--- config.mk ---
export PLATFORM = sky130hd
export DESIGN_NAME = strip_hit_clusterer_core
export DESIGN_NICKNAME = d
export VERILOG_FILES = /design/src/rtl/shc_pkg.sv /design/src/rtl/shc_regs.sv /design/src/rtl/shc_div.sv /design/src/rtl/shc_datapath.sv /design/src/rtl/shc_ctrl.sv /design/src/rtl/strip_hit_clusterer_core.sv
export SDC_FILE = /design/constraint.sdc
export NUM_CORES = 1
export LEC_CHECK = 0
export ABC_AREA = 1
export BUFFER_PORTS_ARGS = -buffer_cell sky130_fd_sc_hd__buf_2
export CAP_MARGIN = 20
export CORE_MARGIN = 5
export CORE_UTILIZATION = 45
export CTS_CLUSTER_DIAMETER = 120
export DETAILED_ROUTE_END_ITERATION = 16
export GPL_TIMING_DRIVEN = 0
export PLACE_DENSITY = 0.61
export SYNTH_ARGS = -nofsm -noshare
export SYNTH_HDL_FRONTEND = slang
export SYNTH_HIERARCHICAL = 1
export SYNTH_SLANG_ARGS = --single-unit
--- constraint.sdc ---
create_clock -name clk -period 17.4 [get_ports clk]
set_input_delay 2.61 -clock clk [delete_from_list [all_inputs] [get_ports clk]]
set_output_delay 2.61 -clock clk [all_outputs]
set_load 0.05 [all_outputs]
--- src/rtl/shc_pkg.sv ---
`timescale 1ns / 1ps
// Shared types and constants of the strip hit clusterer.
package shc_pkg;

	localparam int STRIP_BITS  = 11;
	localparam int TOT_BITS    = 8;
	localparam int LADDER_BITS = 12;
	localparam int BAD_BITS    = 12;
	localparam int ADDR_BITS   = 5;
	localparam int DATA_BITS   = 32;

	// Strip span (width of a cluster, or a strip number plus one).
	localparam int SPAN_BITS = STRIP_BITS + 1;

	localparam logic [BAD_BITS-1:0] MAX_BAD = BAD_BITS'(10);
	localparam logic [BAD_BITS-1:0] BAD_SAT = {BAD_BITS{1'b1}};

	// Shared restoring divider geometry.
	localparam int REM_STEPS  = SPAN_BITS;
	localparam int DIV_STEPS  = (REM_STEPS > TOT_BITS) ? REM_STEPS : TOT_BITS;
	localparam int NUM_BITS   = TOT_BITS + SPAN_BITS;
	localparam int DIVR_BITS  = (LADDER_BITS > SPAN_BITS) ? LADDER_BITS : SPAN_BITS;
	localparam int DS_BITS    = DIVR_BITS + DIV_STEPS - 1;
	localparam int CMP_BITS   = (NUM_BITS > DS_BITS) ? NUM_BITS : DS_BITS;
	localparam int STEP_BITS  = $clog2(DIV_STEPS + 1);

	typedef enum logic [1:0] {
		SIDE_LOW  = 2'd0,
		SIDE_HIGH = 2'd1,
		SIDE_SPAN = 2'd2
	} side_t;

	typedef struct packed {
		logic [STRIP_BITS-1:0] strip;
		logic                  is_bad;
		logic                  is_final;
	} hit_item_t;

	typedef struct packed {
		logic [STRIP_BITS-1:0] first_strip;
		logic [STRIP_BITS-1:0] final_strip;
		logic [BAD_BITS-1:0]   bad_strips;
		side_t                 controller_side;
		logic [TOT_BITS-1:0]   raw_tot;
		logic                  run_end;
	} cluster_item_t;

	typedef struct packed {
		logic                   keep_all_clusters;
		logic [LADDER_BITS-1:0] strips_per_ladder;
		logic [STRIP_BITS-1:0]  split_strip;
		logic [TOT_BITS-1:0]    tot_low;
		logic [TOT_BITS-1:0]    tot_high;
	} cfg_t;

	// Controller to datapath.
	typedef struct packed {
		logic load_hit;
		logic rem_start;
		logic rem_load;
		logic join_hit;
		logic close;
		logic side_eval;
		logic div_start;
		logic div_load;
		logic push;
		logic run_end;
	} cmd_t;

	// Datapath to controller.
	typedef struct packed {
		logic need_rem;
		logic brk;
		logic keep_open;
		logic is_final;
		logic span;
		logic div_busy;
		logic out_free;
	} sts_t;

endpackage

--- src/rtl/shc_regs.sv ---
`timescale 1ns / 1ps
// Configuration register file behind the APB-style port.
module shc_regs (
	input  logic                           clk,
	input  logic                           arst_n,
	input  logic                           psel,
	input  logic                           penable,
	input  logic                           pwrite,
	input  logic [shc_pkg::ADDR_BITS-1:0]  paddr,
	input  logic [shc_pkg::DATA_BITS-1:0]  pwdata,
	output logic [shc_pkg::DATA_BITS-1:0]  prdata,
	output logic                           pready,
	output shc_pkg::cfg_t                  cfg,
	output logic                           ladder_wr
);
	import shc_pkg::*;

	localparam int IDX_BITS = ADDR_BITS - 2;
	localparam logic [IDX_BITS-1:0] REG_KEEP_ALL = IDX_BITS'(0);
	localparam logic [IDX_BITS-1:0] REG_LADDER   = IDX_BITS'(1);
	localparam logic [IDX_BITS-1:0] REG_SPLIT    = IDX_BITS'(2);
	localparam logic [IDX_BITS-1:0] REG_TOT_LOW  = IDX_BITS'(3);
	localparam logic [IDX_BITS-1:0] REG_TOT_HIGH = IDX_BITS'(4);

	cfg_t                cfg_q;
	logic                wr_en;
	logic [IDX_BITS-1:0] idx;

	assign pready    = 1'b1;
	assign idx       = paddr[ADDR_BITS-1:2];
	assign wr_en     = psel && penable && pwrite && pready;
	assign ladder_wr = wr_en && (idx == REG_LADDER);
	assign cfg       = cfg_q;

	always_ff @(posedge clk or negedge arst_n) begin
		if (!arst_n) begin
			cfg_q.keep_all_clusters <= 1'b0;
			cfg_q.strips_per_ladder <= LADDER_BITS'(384);
			cfg_q.split_strip       <= STRIP_BITS'(767);
			cfg_q.tot_low           <= '0;
			cfg_q.tot_high          <= '0;
		end else if (wr_en) begin
			case (idx)
				REG_KEEP_ALL: cfg_q.keep_all_clusters <= pwdata[0];
				REG_LADDER:   cfg_q.strips_per_ladder <= pwdata[LADDER_BITS-1:0];
				REG_SPLIT:    cfg_q.split_strip       <= pwdata[STRIP_BITS-1:0];
				REG_TOT_LOW:  cfg_q.tot_low           <= pwdata[TOT_BITS-1:0];
				REG_TOT_HIGH: cfg_q.tot_high          <= pwdata[TOT_BITS-1:0];
				default: ;
			endcase
		end
	end

	always_comb begin
		case (idx)
			REG_KEEP_ALL: prdata = DATA_BITS'(cfg_q.keep_all_clusters);
			REG_LADDER:   prdata = DATA_BITS'(cfg_q.strips_per_ladder);
			REG_SPLIT:    prdata = DATA_BITS'(cfg_q.split_strip);
			REG_TOT_LOW:  prdata = DATA_BITS'(cfg_q.tot_low);
			REG_TOT_HIGH: prdata = DATA_BITS'(cfg_q.tot_high);
			default:      prdata = '0;
		endcase
	end

endmodule

--- src/rtl/shc_div.sv ---
`timescale 1ns / 1ps
// Shared restoring divider, one quotient bit per cycle.
module shc_div (
	input  logic                           clk,
	input  logic                           arst_n,
	input  logic                           start,
	input  logic                           rem_mode,
	input  logic [shc_pkg::NUM_BITS-1:0]   dividend,
	input  logic [shc_pkg::DIVR_BITS-1:0]  divisor,
	output logic                           busy,
	output logic [shc_pkg::DIV_STEPS-1:0]  quot,
	output logic [shc_pkg::NUM_BITS-1:0]   rem
);
	import shc_pkg::*;

	logic [STEP_BITS-1:0] cnt_q;
	logic [NUM_BITS-1:0]  acc_q;
	logic [DS_BITS-1:0]   ds_q;
	logic [DIV_STEPS-1:0] quot_q;
	logic                 ge;
	logic [CMP_BITS-1:0]  diff;

	assign busy = (cnt_q != '0);
	assign ge   = CMP_BITS'(acc_q) >= CMP_BITS'(ds_q);
	assign diff = CMP_BITS'(acc_q) - CMP_BITS'(ds_q);
	assign quot = quot_q;
	assign rem  = acc_q;

	always_ff @(posedge clk or negedge arst_n) begin
		if (!arst_n) begin
			cnt_q <= '0;
		end else if (start) begin
			cnt_q <= rem_mode ? STEP_BITS'(REM_STEPS) : STEP_BITS'(TOT_BITS);
		end else if (busy) begin
			cnt_q <= cnt_q - STEP_BITS'(1);
		end
	end

	always_ff @(posedge clk) begin
		if (start) begin
			acc_q  <= dividend;
			quot_q <= '0;
			if (rem_mode) begin
				ds_q <= DS_BITS'(divisor) << (REM_STEPS - 1);
			end else begin
				ds_q <= DS_BITS'(divisor) << (TOT_BITS - 1);
			end
		end else if (busy) begin
			if (ge) begin
				acc_q <= diff[NUM_BITS-1:0];
			end
			quot_q <= {quot_q[DIV_STEPS-2:0], ge};
			ds_q   <= ds_q >> 1;
		end
	end

endmodule

--- src/rtl/shc_datapath.sv ---
`timescale 1ns / 1ps
// Cluster datapath: open cluster, ladder remainder, emission math, result register.
module shc_datapath (
	input  logic                   clk,
	input  logic                   arst_n,
	input  shc_pkg::cfg_t          cfg,
	input  logic                   ladder_wr,
	input  shc_pkg::hit_item_t     hit,
	input  shc_pkg::cmd_t          cmd,
	output shc_pkg::sts_t          sts,
	output logic                   cluster_valid,
	input  logic                   cluster_ready,
	output shc_pkg::cluster_item_t cluster
);
	import shc_pkg::*;

	hit_item_t              hit_q;
	logic                   open_q;
	logic [STRIP_BITS-1:0]  open_first_q;
	logic [STRIP_BITS-1:0]  open_high_q;
	logic [BAD_BITS-1:0]    open_bad_q;
	logic [LADDER_BITS-1:0] rem_q;
	logic                   rem_ok_q;

	logic [STRIP_BITS-1:0]  em_first_q;
	logic [STRIP_BITS-1:0]  em_last_q;
	logic [BAD_BITS-1:0]    em_bad_q;
	side_t                  side_q;
	logic [TOT_BITS-1:0]    tot_q;
	logic [NUM_BITS-1:0]    p_lo_q;
	logic [NUM_BITS-1:0]    p_hi_q;
	logic [SPAN_BITS-1:0]   den_q;

	cluster_item_t          cluster_q;
	logic                   cluster_valid_q;

	logic [SPAN_BITS-1:0]   strip_ext;
	logic [SPAN_BITS-1:0]   high_inc;
	logic [SPAN_BITS-1:0]   width;
	logic                   gap;
	logic                   adj;
	logic                   std_mode;
	logic                   brk;
	logic                   keep_open;
	logic [LADDER_BITS-1:0] rem_inc;
	logic [BAD_BITS-1:0]    bad_start;

	logic                   first_le;
	logic                   last_le;
	side_t                  side_nxt;
	logic [SPAN_BITS-1:0]   a_cnt;
	logic [SPAN_BITS-1:0]   b_cnt;

	logic                   div_start;
	logic [NUM_BITS-1:0]    div_dividend;
	logic [DIVR_BITS-1:0]   div_divisor;
	logic                   div_busy;
	logic [DIV_STEPS-1:0]   div_quot;
	logic [NUM_BITS-1:0]    div_rem;

	assign strip_ext = {1'b0, hit_q.strip};
	assign high_inc  = {1'b0, open_high_q} + SPAN_BITS'(1);
	assign width     = high_inc - {1'b0, open_first_q};
	assign gap       = strip_ext > high_inc;
	assign adj       = strip_ext == high_inc;
	assign std_mode  = !cfg.keep_all_clusters && (cfg.strips_per_ladder != '0);
	assign brk       = open_q && (gap || (std_mode && adj && rem_ok_q && (rem_q == '0)));
	assign keep_open = cfg.keep_all_clusters ||
		(((SPAN_BITS + BAD_BITS)'(open_bad_q) < (SPAN_BITS + BAD_BITS)'(width)) &&
		 (open_bad_q <= MAX_BAD));
	assign rem_inc   = rem_q + LADDER_BITS'(1);
	assign bad_start = BAD_BITS'(hit_q.is_bad);

	assign sts.need_rem  = open_q && std_mode && adj && !rem_ok_q;
	assign sts.brk       = brk;
	assign sts.keep_open = keep_open;
	assign sts.is_final  = hit_q.is_final;
	assign sts.span      = (side_nxt == SIDE_SPAN);
	assign sts.div_busy  = div_busy;
	assign sts.out_free  = !cluster_valid_q || cluster_ready;

	// Side and weighting counts of the cluster being emitted.
	assign first_le = em_first_q <= cfg.split_strip;
	assign last_le  = em_last_q <= cfg.split_strip;
	assign a_cnt    = {1'b0, cfg.split_strip} - {1'b0, em_first_q} + SPAN_BITS'(1);
	assign b_cnt    = {1'b0, em_last_q} - {1'b0, cfg.split_strip};

	always_comb begin
		if (!first_le) begin
			side_nxt = SIDE_HIGH;
		end else if (last_le) begin
			side_nxt = SIDE_LOW;
		end else begin
			side_nxt = SIDE_SPAN;
		end
	end

	assign div_start    = cmd.rem_start || cmd.div_start;
	assign div_dividend = cmd.rem_start ? NUM_BITS'(high_inc) : (p_lo_q + p_hi_q);
	assign div_divisor  = cmd.rem_start ? DIVR_BITS'(cfg.strips_per_ladder)
	                                    : DIVR_BITS'(den_q);

	shc_div u_div (
		.clk      (clk),
		.arst_n   (arst_n),
		.start    (div_start),
		.rem_mode (cmd.rem_start),
		.dividend (div_dividend),
		.divisor  (div_divisor),
		.busy     (div_busy),
		.quot     (div_quot),
		.rem      (div_rem)
	);

	always_ff @(posedge clk) begin
		if (cmd.load_hit) begin
			hit_q <= hit;
		end
	end

	// Open cluster and its ladder remainder, (open_high + 1) mod strips_per_ladder.
	always_ff @(posedge clk or negedge arst_n) begin
		if (!arst_n) begin
			open_q       <= 1'b0;
			open_first_q <= '0;
			open_high_q  <= '0;
			open_bad_q   <= '0;
			rem_q        <= '0;
			rem_ok_q     <= 1'b0;
		end else begin
			if (cmd.join_hit) begin
				if (!open_q || brk) begin
					open_q       <= 1'b1;
					open_first_q <= hit_q.strip;
					open_high_q  <= hit_q.strip;
					open_bad_q   <= bad_start;
					rem_ok_q     <= 1'b0;
				end else begin
					if (strip_ext > {1'b0, open_high_q}) begin
						open_high_q <= hit_q.strip;
						rem_q <= (rem_inc == cfg.strips_per_ladder) ? '0 : rem_inc;
					end
					if (hit_q.is_bad && (open_bad_q != BAD_SAT)) begin
						open_bad_q <= open_bad_q + BAD_BITS'(1);
					end
				end
			end
			if (cmd.close) begin
				open_q   <= 1'b0;
				rem_ok_q <= 1'b0;
			end
			if (cmd.rem_load) begin
				rem_q    <= div_rem[LADDER_BITS-1:0];
				rem_ok_q <= 1'b1;
			end
			if (ladder_wr) begin
				rem_ok_q <= 1'b0;
			end
		end
	end

	// Emission snapshot and the raw time over threshold.
	always_ff @(posedge clk) begin
		if ((cmd.join_hit && brk) || cmd.close) begin
			em_first_q <= open_first_q;
			em_last_q  <= open_high_q;
			em_bad_q   <= open_bad_q;
		end
		if (cmd.side_eval) begin
			side_q <= side_nxt;
			tot_q  <= (side_nxt == SIDE_HIGH) ? cfg.tot_high : cfg.tot_low;
			p_lo_q <= NUM_BITS'(cfg.tot_low) * NUM_BITS'(a_cnt);
			p_hi_q <= NUM_BITS'(cfg.tot_high) * NUM_BITS'(b_cnt);
			den_q  <= {1'b0, em_last_q} - {1'b0, em_first_q} + SPAN_BITS'(1);
		end
		if (cmd.div_load) begin
			tot_q <= div_quot[TOT_BITS-1:0];
		end
	end

	always_ff @(posedge clk) begin
		if (cmd.push) begin
			cluster_q.first_strip     <= em_first_q;
			cluster_q.final_strip     <= em_last_q;
			cluster_q.bad_strips      <= em_bad_q;
			cluster_q.controller_side <= side_q;
			cluster_q.raw_tot         <= tot_q;
			cluster_q.run_end         <= cmd.run_end;
		end
	end

	always_ff @(posedge clk or negedge arst_n) begin
		if (!arst_n) begin
			cluster_valid_q <= 1'b0;
		end else if (cmd.push) begin
			cluster_valid_q <= 1'b1;
		end else if (cluster_ready) begin
			cluster_valid_q <= 1'b0;
		end
	end

	assign cluster_valid = cluster_valid_q;
	assign cluster       = cluster_q;

endmodule

--- src/rtl/shc_ctrl.sv ---
`timescale 1ns / 1ps
// Controller state machine sequencing join, flush and emission.
module shc_ctrl (
	input  logic          clk,
	input  logic          arst_n,
	input  logic          hit_valid,
	output logic          hit_ready,
	input  shc_pkg::sts_t sts,
	output shc_pkg::cmd_t cmd
);
	import shc_pkg::*;

	typedef enum logic [3:0] {
		S_IDLE,
		S_JOIN,
		S_REM,
		S_FIN,
		S_EM,
		S_DIVST,
		S_DIV,
		S_PUSH
	} state_t;

	state_t state_q;
	logic   em_pend_q;
	logic   run_end_q;
	logic   fin_emit_q;

	always_ff @(posedge clk or negedge arst_n) begin
		if (!arst_n) begin
			state_q    <= S_IDLE;
			em_pend_q  <= 1'b0;
			run_end_q  <= 1'b0;
			fin_emit_q <= 1'b0;
		end else begin
			unique case (state_q)
				S_IDLE: begin
					if (hit_valid) begin
						state_q <= S_JOIN;
					end
				end
				S_JOIN: begin
					if (sts.need_rem) begin
						state_q <= S_REM;
					end else begin
						em_pend_q <= sts.brk && sts.keep_open;
						if ((sts.brk && sts.keep_open) || sts.is_final) begin
							state_q <= S_FIN;
						end else begin
							state_q <= S_IDLE;
						end
					end
				end
				S_REM: begin
					if (!sts.div_busy) begin
						state_q <= S_JOIN;
					end
				end
				S_FIN: begin
					if (em_pend_q) begin
						em_pend_q  <= 1'b0;
						run_end_q  <= !(sts.is_final && sts.keep_open);
						fin_emit_q <= 1'b0;
						state_q    <= S_EM;
					end else if (sts.is_final && sts.keep_open) begin
						run_end_q  <= 1'b1;
						fin_emit_q <= 1'b1;
						state_q    <= S_EM;
					end else begin
						state_q <= S_IDLE;
					end
				end
				S_EM: begin
					state_q <= sts.span ? S_DIVST : S_PUSH;
				end
				S_DIVST: begin
					state_q <= S_DIV;
				end
				S_DIV: begin
					if (!sts.div_busy) begin
						state_q <= S_PUSH;
					end
				end
				S_PUSH: begin
					if (sts.out_free) begin
						state_q <= fin_emit_q ? S_IDLE : S_FIN;
					end
				end
				default: state_q <= S_IDLE;
			endcase
		end
	end

	assign hit_ready = (state_q == S_IDLE);

	always_comb begin
		cmd           = '0;
		cmd.load_hit  = (state_q == S_IDLE) && hit_valid;
		cmd.rem_start = (state_q == S_JOIN) && sts.need_rem;
		cmd.join_hit  = (state_q == S_JOIN) && !sts.need_rem;
		cmd.rem_load  = (state_q == S_REM) && !sts.div_busy;
		cmd.close     = (state_q == S_FIN) && !em_pend_q && sts.is_final;
		cmd.side_eval = (state_q == S_EM);
		cmd.div_start = (state_q == S_DIVST);
		cmd.div_load  = (state_q == S_DIV) && !sts.div_busy;
		cmd.push      = (state_q == S_PUSH) && sts.out_free;
		cmd.run_end   = run_end_q;
	end

endmodule

--- src/rtl/strip_hit_clusterer_core.sv ---
`timescale 1ns / 1ps
// Top level of the strip hit clusterer: register file, controller and datapath.
//
// Channel   Direction  Handshake                         Payload
// hit       in         hit_valid / hit_ready             hit_item_t (strip, is_bad, is_final)
// cluster   out        cluster_valid / cluster_ready     cluster_item_t (one kept cluster)
// config    in         psel, penable, pwrite, pready     paddr, pwdata, prdata (32 bits)
//
// An ordinary strip item is accepted, then joins or breaks the open cluster.
// A kept cluster closed by a gap or ladder edge adds the steps decide, side,
// push and decide again; otherwise the final flag adds a decide step, and a
// kept flushed cluster adds side and push.
// After a cluster opens or the ladder size is written, the first contiguous
// strip in standard mode waits for the ladder remainder.
// A cluster spanning the split strip adds a division for the strip-weighted
// average, and an emission waits while the result register stays stalled.
// Reset is asynchronous and needs no clearing pass; the result register
// lets the next item in while a finished item still waits to be taken.
module strip_hit_clusterer_core (
	input  logic                           clk,
	input  logic                           arst_n,
	input  logic                           hit_valid,
	output logic                           hit_ready,
	input  shc_pkg::hit_item_t             hit,
	output logic                           cluster_valid,
	input  logic                           cluster_ready,
	output shc_pkg::cluster_item_t         cluster,
	input  logic                           psel,
	input  logic                           penable,
	input  logic                           pwrite,
	input  logic [shc_pkg::ADDR_BITS-1:0]  paddr,
	input  logic [shc_pkg::DATA_BITS-1:0]  pwdata,
	output logic [shc_pkg::DATA_BITS-1:0]  prdata,
	output logic                           pready
);
	import shc_pkg::*;

	cfg_t cfg;
	logic ladder_wr;
	cmd_t cmd;
	sts_t sts;

	// Hold the configuration; flag ladder-size writes so the cached
	// remainder gets dropped.
	shc_regs u_regs (
		.clk       (clk),
		.arst_n    (arst_n),
		.psel      (psel),
		.penable   (penable),
		.pwrite    (pwrite),
		.paddr     (paddr),
		.pwdata    (pwdata),
		.prdata    (prdata),
		.pready    (pready),
		.cfg       (cfg),
		.ladder_wr (ladder_wr)
	);

	// Sequence each item: join, optional break emission, flush on final.
	shc_ctrl u_ctrl (
		.clk       (clk),
		.arst_n    (arst_n),
		.hit_valid (hit_valid),
		.hit_ready (hit_ready),
		.sts       (sts),
		.cmd       (cmd)
	);

	// Hold the open cluster, compute side and time over threshold, and
	// drive the result register.
	shc_datapath u_datapath (
		.clk           (clk),
		.arst_n        (arst_n),
		.cfg           (cfg),
		.ladder_wr     (ladder_wr),
		.hit           (hit),
		.cmd           (cmd),
		.sts           (sts),
		.cluster_valid (cluster_valid),
		.cluster_ready (cluster_ready),
		.cluster       (cluster)
	);

endmodule

==> results.sh <==
export IMPL_period_needed_ps=7160
export IMPL_finClkSkew_ps=16.5
export IMPL_cp_slowest_stage_delay_ps=970
export IMPL_start_util_pct=45.2
export IMPL_cts_tree="done"
export IMPL_fmaxAchievable_mhz=140
export IMPL_hold_class="reg2reg"
export IMPL_io_pin_count=137
export IMPL_die_area_um2=59900
export IMPL_worstPathCellList="inv_1 > ha_1 > ha_1 > a21oi_1 > a21boi_0 > nand2_1 > nand2_1 > nand2_1 > a21oi_1 > xor2_1 > nor2_1 > fa_1 > fa_1 > fa_1 > inv_1 > fa_1 > inv_1 > ha_1 > a21oi_1 > o21ai_0 > a21oi_1 > nand2_1 > xor2_1"
export IMPL_antennaDiodeCount=0
export IMPL_grt_max_degree=63
export IMPL_cts_hold_buf=0
export IMPL_gp_congestion=0.989
export IMPL_ant_nets=0
export IMPL_status="finished clean"
export IMPL_final_common_cell="nand2_1"
export IMPL_tns_ps=0
export IMPL_cts_root_buffer="clkbuf_16"
export IMPL_syn_area_um2=24800
export IMPL_nets=3555
export IMPL_relSlewSlack_pct=17.9
export IMPL_clkTransAtPathRegs_ps=60
export IMPL_grt_overflow_total=0
export IMPL_drt_initial_drc_count=1796
export IMPL_syn_avg_cell_area_um2=8.32
export IMPL_fin_crit_sh_pct=41.2
export IMPL_die_h_um=245
export IMPL_yosysWarnings=6
export IMPL_num_rows=86
export IMPL_cts_sinks=304
export IMPL_path_class="reg2reg"
export IMPL_grt_usage_pct=23.7
export IMPL_drt_first_pass_iters=6
export IMPL_clockBufferDepth=3
export IMPL_maxCapViolations=0
export IMPL_finalSetupViolations=0
export IMPL_grt_pass1_vias=20600
export IMPL_post_cts_buffers=0
export IMPL_fp_dieW_um=245
export IMPL_core_um2=54900
export IMPL_finalHoldViolCount=0
export IMPL_grt_setup_unrepaired="false"
export IMPL_synthCells=2982
export IMPL_end_kind="flop"
export IMPL_grt_pass1_wl_um=112000
export IMPL_num_vias=20600
export IMPL_syn2layout_area_growth_pct=11.0
export IMPL_slowest_stage="xor2_1"
export IMPL_via_per_inst=5.32
export IMPL_fill_cells=5304
export IMPL_path_max_fanout=8
export IMPL_required_ps=17690
export IMPL_htree_levels=2
export IMPL_drive_gt1_share_pct=9.57
export IMPL_numCtsBuffers=35
export IMPL_grt_antenna_before_repair=2
export IMPL_drc=0
export IMPL_tightest_slew_ps=1230
export IMPL_slew_violations=0
export IMPL_cts_resized=0
export IMPL_wl_per_cell_um=18.4
export IMPL_cp_data_arrival_time_ps=7450
export IMPL_dp_hpwl_um=57800
export IMPL_portBuffers=93
export IMPL_wl_um=71200
export IMPL_clock_latency_ps=550
export IMPL_most_common_layout_cells="nand2_1, inv_1, nor2_1"
export IMPL_worstSetupStartpointType="flop"
## per-stage QoR
stage	cell area [um^2]	std cells	hold WS [ps]	worst slack [ps]	util, %
after global placement	26200	3798	409	8500	47.8
after detailed placement	26300	3805	405	10450	48.0
final	27500	3869	418	10240	50.2
after floorplan	24900	3001	400	10980	-
after global routing	27500	3869	428	10000	50.2
after CTS	27500	3869	418	10390	50.2
## final timing paths
path	cells past startpoint	from	endpoint	slack, ps
max	23	u_regs/cfg[21]	u_datapath/p_lo_q[19]	10240
min	0	u_datapath/tot_q[5]	u_datapath/cluster[6]	420
max reg2reg	23	u_regs/cfg[21]	u_datapath/p_lo_q[19]	10240
min reg2reg	0	u_datapath/tot_q[5]	u_datapath/cluster[6]	420
max in group asynchronous	2	arst_n	u_regs/cfg[25]	14580
min in group asynchronous	1	arst_n	u_datapath/open_bad_q[2]	2040
## critical path, delay by kind of cell (launching register included)
kind	cells	cell delay, ps
flip-flops	1	600
AO/OA/AOI/OAI	6	1210
AND/OR/NAND/NOR	5	510
XOR/XNOR	2	1120
buffers and inverters	3	220
adder cells (fa/ha/maj)	7	3240
## layer usage
metal | share of wire (%) | wire length, um | track usage, % | vias to the layer above
met5 | 0 | 0 | 0 | -
met4 | 4.7 | 3330 | 9.93 | 0
met3 | 6.3 | 4480 | 3.05 | 114
met2 | 46 | 32700 | 38.6 | 693
met1 | 43 | 30700 | 32.0 | 9818
li1 | - | - | - | 9946
## layout make-up
cell class	count	area (um^2)	share of cell area, %
Buffer	84	526	1.91
Clock buffer	51	1040	3.77
Clock inverter	13	145	0.527
Inverter	503	1900	6.89
Multi-Input combinational cell	2110	13900	50.5
Sequential cell	304	8570	31.1
Tap cell	704	881	3.20
Timing Repair Buffer	100	572	2.08
## sequential cells by signal, summed over array words and instances, names as in the netlist, 12 cells and up
signal and cells:
u_datapath/u_div/rem 20, u_datapath/em_bad_q 12, u_datapath/u_div/ds_q 23, u_datapath/p_lo_q 20
u_regs/cfg 40, u_datapath/open_bad_q 12, u_datapath/den_q 12, u_datapath/cluster 45
u_datapath/rem_q 12, u_datapath/p_hi_q 20
Power is not shown: default switching activity piles up to over one toggle a cycle in this logic, so the estimate is an artifact.
